### config.mk
export PLATFORM = sky130hd
export DESIGN_NAME = ntt_mulmod
export DESIGN_NICKNAME = d
export VERILOG_FILES = /design/src/sv/ntt_pkg.sv /design/src/sv/ntt_mulmod.sv
export SDC_FILE = /design/constraint.sdc
export NUM_CORES = 2
export LEC_CHECK = 0
export BUFFER_PORTS_ARGS = -buffer_cell sky130_fd_sc_hd__buf_2
export CAP_MARGIN = 20
export CELL_PAD_IN_SITES_DETAIL_PLACEMENT = 0
export CELL_PAD_IN_SITES_GLOBAL_PLACEMENT = 1
export CORE_UTILIZATION = 50
export DETAILED_ROUTE_END_ITERATION = 10
export MAX_ROUTING_LAYER = met4
export PLACE_DENSITY_LB_ADDON = 0.08
export SETUP_SLACK_MARGIN = 0.1
export SYNTH_ARGS = -nofsm -noshare
export SYNTH_HDL_FRONTEND = slang
export SYNTH_SLANG_ARGS = --single-unit
### constraint.sdc
create_clock -name clock -period 22.7 [get_ports clock]
set_input_delay 4.54 -clock clock [delete_from_list [all_inputs] [get_ports clock]]
set_output_delay 4.54 -clock clock [all_outputs]
set_load 0.005 [all_outputs]
### src/sv/ntt_pkg.sv
// ----------------------------------------------------------------------------
// NTT package
// Shared widths, modulus constants, Barrett factor and twiddle tables for the
// number theoretic transform modulo 998244353.
// ----------------------------------------------------------------------------
package ntt_pkg;

   localparam int unsigned DATA_W     = 30;
   localparam int unsigned MAX_POINTS = 64;
   localparam int unsigned ADDR_W     = $clog2(MAX_POINTS);
   localparam int unsigned MAX_LOG    = ADDR_W;
   localparam int unsigned TW_DEPTH   = MAX_POINTS / 2;
   localparam int unsigned TW_W       = ADDR_W - 1;
   localparam int unsigned CNT_W      = ADDR_W + 1;
   localparam int unsigned LOG_W      = 3;
   localparam int unsigned PROD_W     = 2 * DATA_W;
   localparam int unsigned MU_W       = DATA_W + 1;
   localparam int unsigned RED_W      = DATA_W + 2;

   // Configuration register indexes
   localparam logic CSR_LOG_SIZE = 1'b0;
   localparam logic CSR_INVERSE  = 1'b1;

   typedef logic [DATA_W-1:0] elem_type;
   typedef elem_type tw_table_type [TW_DEPTH];

   localparam elem_type MOD_P   = 30'd998244353;
   localparam elem_type GEN     = 30'd3;
   localparam elem_type GEN_INV = 30'd332748118;

   // floor(2^60 / p) for Barrett reduction of a 60-bit product
   localparam logic [MU_W-1:0] BARRETT_MU = MU_W'((64'd1 << PROD_W) / 64'(MOD_P));

   // Elaboration-time modular product
   function automatic elem_type mul_const(input elem_type a, input elem_type b);
      logic [63:0] pr;
      pr = 64'(a) * 64'(b);
      return DATA_W'(pr % 64'(MOD_P));
   endfunction

   // Elaboration-time modular power
   function automatic elem_type pow_const(input elem_type base, input logic [31:0] expo);
      elem_type    acc;
      elem_type    bb;
      logic [31:0] e;
      acc = elem_type'(1);
      bb  = base;
      e   = expo;
      for (int k = 0; k < 32; k++) begin
         if (e[0]) begin
            acc = mul_const(acc, bb);
         end
         bb = mul_const(bb, bb);
         e  = e >> 1;
      end
      return acc;
   endfunction

   // Powers 0..TW_DEPTH-1 of the MAX_POINTS-th root of unity
   function automatic tw_table_type make_twiddles(input logic inv_dir);
      tw_table_type tbl;
      elem_type     root;
      elem_type     w;
      root = pow_const(inv_dir ? GEN_INV : GEN, 32'((MOD_P - 1) / MAX_POINTS));
      w    = elem_type'(1);
      for (int k = 0; k < TW_DEPTH; k++) begin
         tbl[k] = w;
         w      = mul_const(w, root);
      end
      return tbl;
   endfunction

   localparam tw_table_type TW_FWD = make_twiddles(1'b0);
   localparam tw_table_type TW_INV = make_twiddles(1'b1);

endpackage

### src/sv/ntt_mulmod.sv
// ----------------------------------------------------------------------------
// NTT modular multiplier
// Four-stage pipelined a*b mod p using Barrett reduction; one result per start.
// ----------------------------------------------------------------------------
module ntt_mulmod (
   input  logic             clock,
   input  logic             reset,
   input  logic             start,
   input  ntt_pkg::elem_type a,
   input  ntt_pkg::elem_type b,
   output logic             done,
   output ntt_pkg::elem_type result
);

   logic [3:0]                      vld_ff,  vld_in;
   logic [ntt_pkg::PROD_W-1:0]      prod_ff, prod_in;
   logic [ntt_pkg::MU_W-1:0]        quo_ff,  quo_in;
   logic [ntt_pkg::RED_W-1:0]       low_ff,  low_in;
   logic [ntt_pkg::RED_W-1:0]       rem_ff,  rem_in;
   ntt_pkg::elem_type               res_ff,  res_in;
   logic [2*ntt_pkg::MU_W-1:0]      quo_full;
   logic [ntt_pkg::RED_W-1:0]       two_p;

   // Track valid stages
   assign vld_in = {vld_ff[2:0], start};

   // Stage one: full product
   assign prod_in = ntt_pkg::PROD_W'(a) * ntt_pkg::PROD_W'(b);

   // Stage two: quotient estimate
   assign quo_full = (2*ntt_pkg::MU_W)'(prod_ff[ntt_pkg::PROD_W-1:ntt_pkg::DATA_W-1])
                   * (2*ntt_pkg::MU_W)'(ntt_pkg::BARRETT_MU);
   assign quo_in   = quo_full[2*ntt_pkg::MU_W-1:ntt_pkg::MU_W];
   assign low_in   = prod_ff[ntt_pkg::RED_W-1:0];

   // Stage three: remainder below 3p
   assign rem_in = low_ff - ntt_pkg::RED_W'(ntt_pkg::PROD_W'(quo_ff)
                                           * ntt_pkg::PROD_W'(ntt_pkg::MOD_P));

   // Stage four: final correction
   assign two_p = ntt_pkg::RED_W'(ntt_pkg::MOD_P) << 1;
   always_comb begin
      if (rem_ff >= two_p) begin
         res_in = ntt_pkg::DATA_W'(rem_ff - two_p);
      end else if (rem_ff >= ntt_pkg::RED_W'(ntt_pkg::MOD_P)) begin
         res_in = ntt_pkg::DATA_W'(rem_ff - ntt_pkg::RED_W'(ntt_pkg::MOD_P));
      end else begin
         res_in = ntt_pkg::DATA_W'(rem_ff);
      end
   end

   always_ff @(posedge clock) begin
      if (reset) begin
         vld_ff <= '0;
      end else begin
         vld_ff <= vld_in;
      end
   end

   always_ff @(posedge clock) begin
      prod_ff <= prod_in;
      quo_ff  <= quo_in;
      low_ff  <= low_in;
      rem_ff  <= rem_in;
      res_ff  <= res_in;
   end

   assign done   = vld_ff[3];
   assign result = res_ff;

endmodule

==> results.py <==
metrics = {
    "placed_design": {
        "dp.cells": 6541,
        "port_buffers": 93,
        "dp_hpwl_um": 104800,
        "gp_congestion": 0.8630,
        "place_area_um2": 52010,
    },
    "setup_path": {
        "reg2reg_to": "quo_ff[26]$_DFF_P_",
        "cp.depth": 23,
        "r2r_start": "prod_ff[42]$_DFF_P_",
        "timing.reg2reg.setup_slack_ps": 14550,
        "cp_max_fo": 30,
        "critPathTopFamily": "adder cells",
        "worst_path_most_repeated_cell": "fa_1",
        "worst_setup_path_end_kind": "flip-flop",
        "slowest_stage": "or4_1",
        "crit_chain": "buf_2 > nand2_1 > fa_1 > fa_1 > fa_1 > fa_1 > inv_1 > fa_1 > fa_1 > fa_1 > inv_1 > fa_1 > inv_1 > ha_1 > and3_1 > nand2_1 > or4_1 > a211oi_1 > o21bai_1 > o211ai_1 > nor3b_1 > or3_1 > xnor2_1",
        "max_stage_delay_ps": 640,
        "reg2regPathDepth": 25,
        "cp_num_buf_inv": 4,
        "worstSetupStartpoint": "a[24]",
        "cp-start-kind": "input pin",
        "crit_required_ps": 23040,
        "crit_type": "input pin to flip-flop",
        "crit_end": "prod_ff[56]$_DFF_P_",
        "cp.arrival_ps": 13130,
    },
    "cells_and_area": {
        "nFillCells": 9526,
        "drive_above_1_share": 0.02976,
        "area_growth_pct": 4.206,
        "final_util": 0.5256,
        "layoutNonFillerInstCount": 6576,
        "fin_nets": 7148,
        "final_cell_area_um2": 52640,
    },
    "logic_synthesis": {
        "ys_ff_latch": 189,
        "yosys.area.top_type": "fa_1",
        "synth_area_leaders": "fa_1 (42%), ha_1 (19%), inv_1 (10%), dfxtp_1 (7.5%), and2_1 (6.3%)",
        "yosysTopAreaCellShare": 0.4205,
        "synth_ff_type": "dfxtp_1",
        "postSynthAreaPerCell_um2": 9.491,
        "synthTopCellsByCount": "inv_1 (1347), fa_1 (1061), ha_1 (762)",
        "synth.net_count": 7208,
        "async_reset_ff_frac": 0,
        "synthCells": 5322,
        "synth_enable_flop_cells": 0,
        "yosysSeqAreaShare": 0.07490,
        "synth_cell_type_count": 70,
        "synth_warnings": 0,
        "yosysMostFrequentCell": "inv_1",
        "syn_area_um2": 50510,
    },
    "floorplanning": {
        "dieHeight_um": 319.8,
        "fp-row-count": 116,
        "fp.coreArea_um2": 100100,
        "fp.dieW_um": 319.8,
        "initial_core_util": 0.5044,
        "ios": 94,
        "die_area_um2": 102300,
    },
    "outcome": {
        "status": "finished, final reports clean",
    },
    "timing": {
        "tns_ps": 0,
        "rsz0062_at_grt": "no",
        "finalCritPeriodShare": 0.5638,
        "fin_skew_ps": 16.01,
        "slew_viol_final": 0,
        "hold_viol": 0,
        "worst_pin_slew_ps": 1052,
        "setup_viol": 0,
        "max_clock_freq_ghz": 0.07814,
        "timing.final.crit_period_ps": 12800,
        "timing.slew.headroom": 0.2805,
    },
    "worst_hold_path": {
        "worstHoldStart": "prod_ff[5]$_DFF_P_",
        "hold_path_class": "flip-flop to flip-flop",
    },
    "cts": {
        "post_cts_buffers": 0,
        "htreeDepth": 4,
        "clock_latency_ps": 450,
        "clockRootBuffer": "clkbuf_16",
        "cts.path.max_buffers": 2,
        "clkSinkCount": 189,
        "ctsHoldBuffers": 0,
        "cts_buffers": 17,
        "cts_tree": "yes",
        "clk_pin_slew_ps": 80,
        "postCtsResizedCells": 0,
    },
    "drt": {
        "detailroute.via_count": 33783,
        "dr.first_iter.drc_count": 1587,
        "drc": 0,
        "wire_per_inst_um": 19.48,
        "drt_wl_total_um": 128100,
        "first_pass_iters": 5,
        "postRouteAntennaNets": 0,
        "routed_via_density": 5.137,
    },
    "global_routing": {
        "antenna_found_initial": 2,
        "grt_usage": 0.2717,
        "grt_pass1_wl_um": 207900,
        "overflow": 0,
        "grt_pass1_vias": 36920,
        "grt_max_degree": 31,
    },
    "run": {
        "maxCapViolations": 0,
    },
}
how the worst min path moves through the flow:
stage | to | depth (start not counted)
after floorplan | low_ff[0]$_DFF_P_ | 0
after global placement | low_ff[28]$_DFF_P_ | 0
after detailed placement | low_ff[5]$_DFF_P_ | 0
after CTS | low_ff[0]$_DFF_P_ | 0
after global routing | low_ff[5]$_DFF_P_ | 0
final | low_ff[5]$_DFF_P_ | 0
metrics by stage:
stage               worst slack, ps  hold slack (ps)
global placement               9601            310.6
CTS                           10070            321.6
detailed placement             9567            312.1
global route                   9741            324.8
floorplan                     11230            309.6
finish                         9902            319.6
layout by cell type, fill, tap and decap left out, types with 5 or more instances in the layout:
master     netlist  routed
o21a_1          22      22
a21oi_1        109     109
xor2_1          40      40
nand2_1        475     475
inv_1         1347    1347
ha_1           762     762
and2_1         508     508
o21bai_1         9       9
clkbuf_16        0      17
clkinv_8         0       7
buf_4            0      19
nand3b_1         9       9
fa_1          1061    1061
nor4_1           8       8
xnor2_1        109     109
a31oi_1         10      10
o31ai_1          5       5
and3_1          11      11
nor2_1          85      85
o211ai_1        19      19
and4_1           5       5
a21o_1          49      49
a211oi_1        20      20
nor2b_1         25      25
nand3_1         33      33
nand2b_1        21      21
nand4_1         22      22
o21ai_0         68      68
dfxtp_1        189     189
nor3b_1          6       6
buf_2            5      93
or3_1            5       5
nor3_1          22      22
kinds of logic (layout without fill, tap and decap cells):
family | after synthesis | in the layout | share of synthesized area
AND/OR/NAND/NOR | 1251 | 1251 | 0.1272
AO/OA/AOI/OAI | 366 | 366 | 0.04704
other | 0 | 3 | 0
flip-flops | 189 | 189 | 0.07490
XOR/XNOR | 149 | 149 | 0.02583
adder cells (fa/ha/maj) | 1824 | 1824 | 0.6094
multiplexers | 5 | 5 | 0.001016
buffers and inverters | 1538 | 1491 | 0.1146
flip-flops by register name (all words and copies together), names as in the netlist:
name     count
prod_ff     60
low_ff      32
rem_ff      32
quo_ff      31
result      30
vld_ff       4
per-layer routing:
layer / vias up / routed length [um] / global-route usage / part of all wire
li1: 15827 / - / - / -
met1: 17073 / 61050 / 0.3823 / 0.48
met2: 788 / 57310 / 0.4181 / 0.45
met3: 95 / 7592 / 0.04236 / 0.059
met4: 0 / 2154 / 0.05011 / 0.017
met5: - / 0 / - / 0
cell type report:
cell class                      instances  area, um^2  area share
Tap cell                             1298        1624     0.03085
Clock inverter                         14       176.4    0.003352
Antenna cell                            3       7.507   0.0001426
Sequential cell                       189        3784     0.07188
Inverter                             1347        5056     0.09605
Clock buffer                           18       439.2    0.008343
Multi-Input combinational cell       3595       40940      0.7778
Timing Repair Buffer                  112       608.1     0.01155
Power is not shown: default switching activity piles up to over one toggle a cycle in this logic, so the estimate is an artifact.
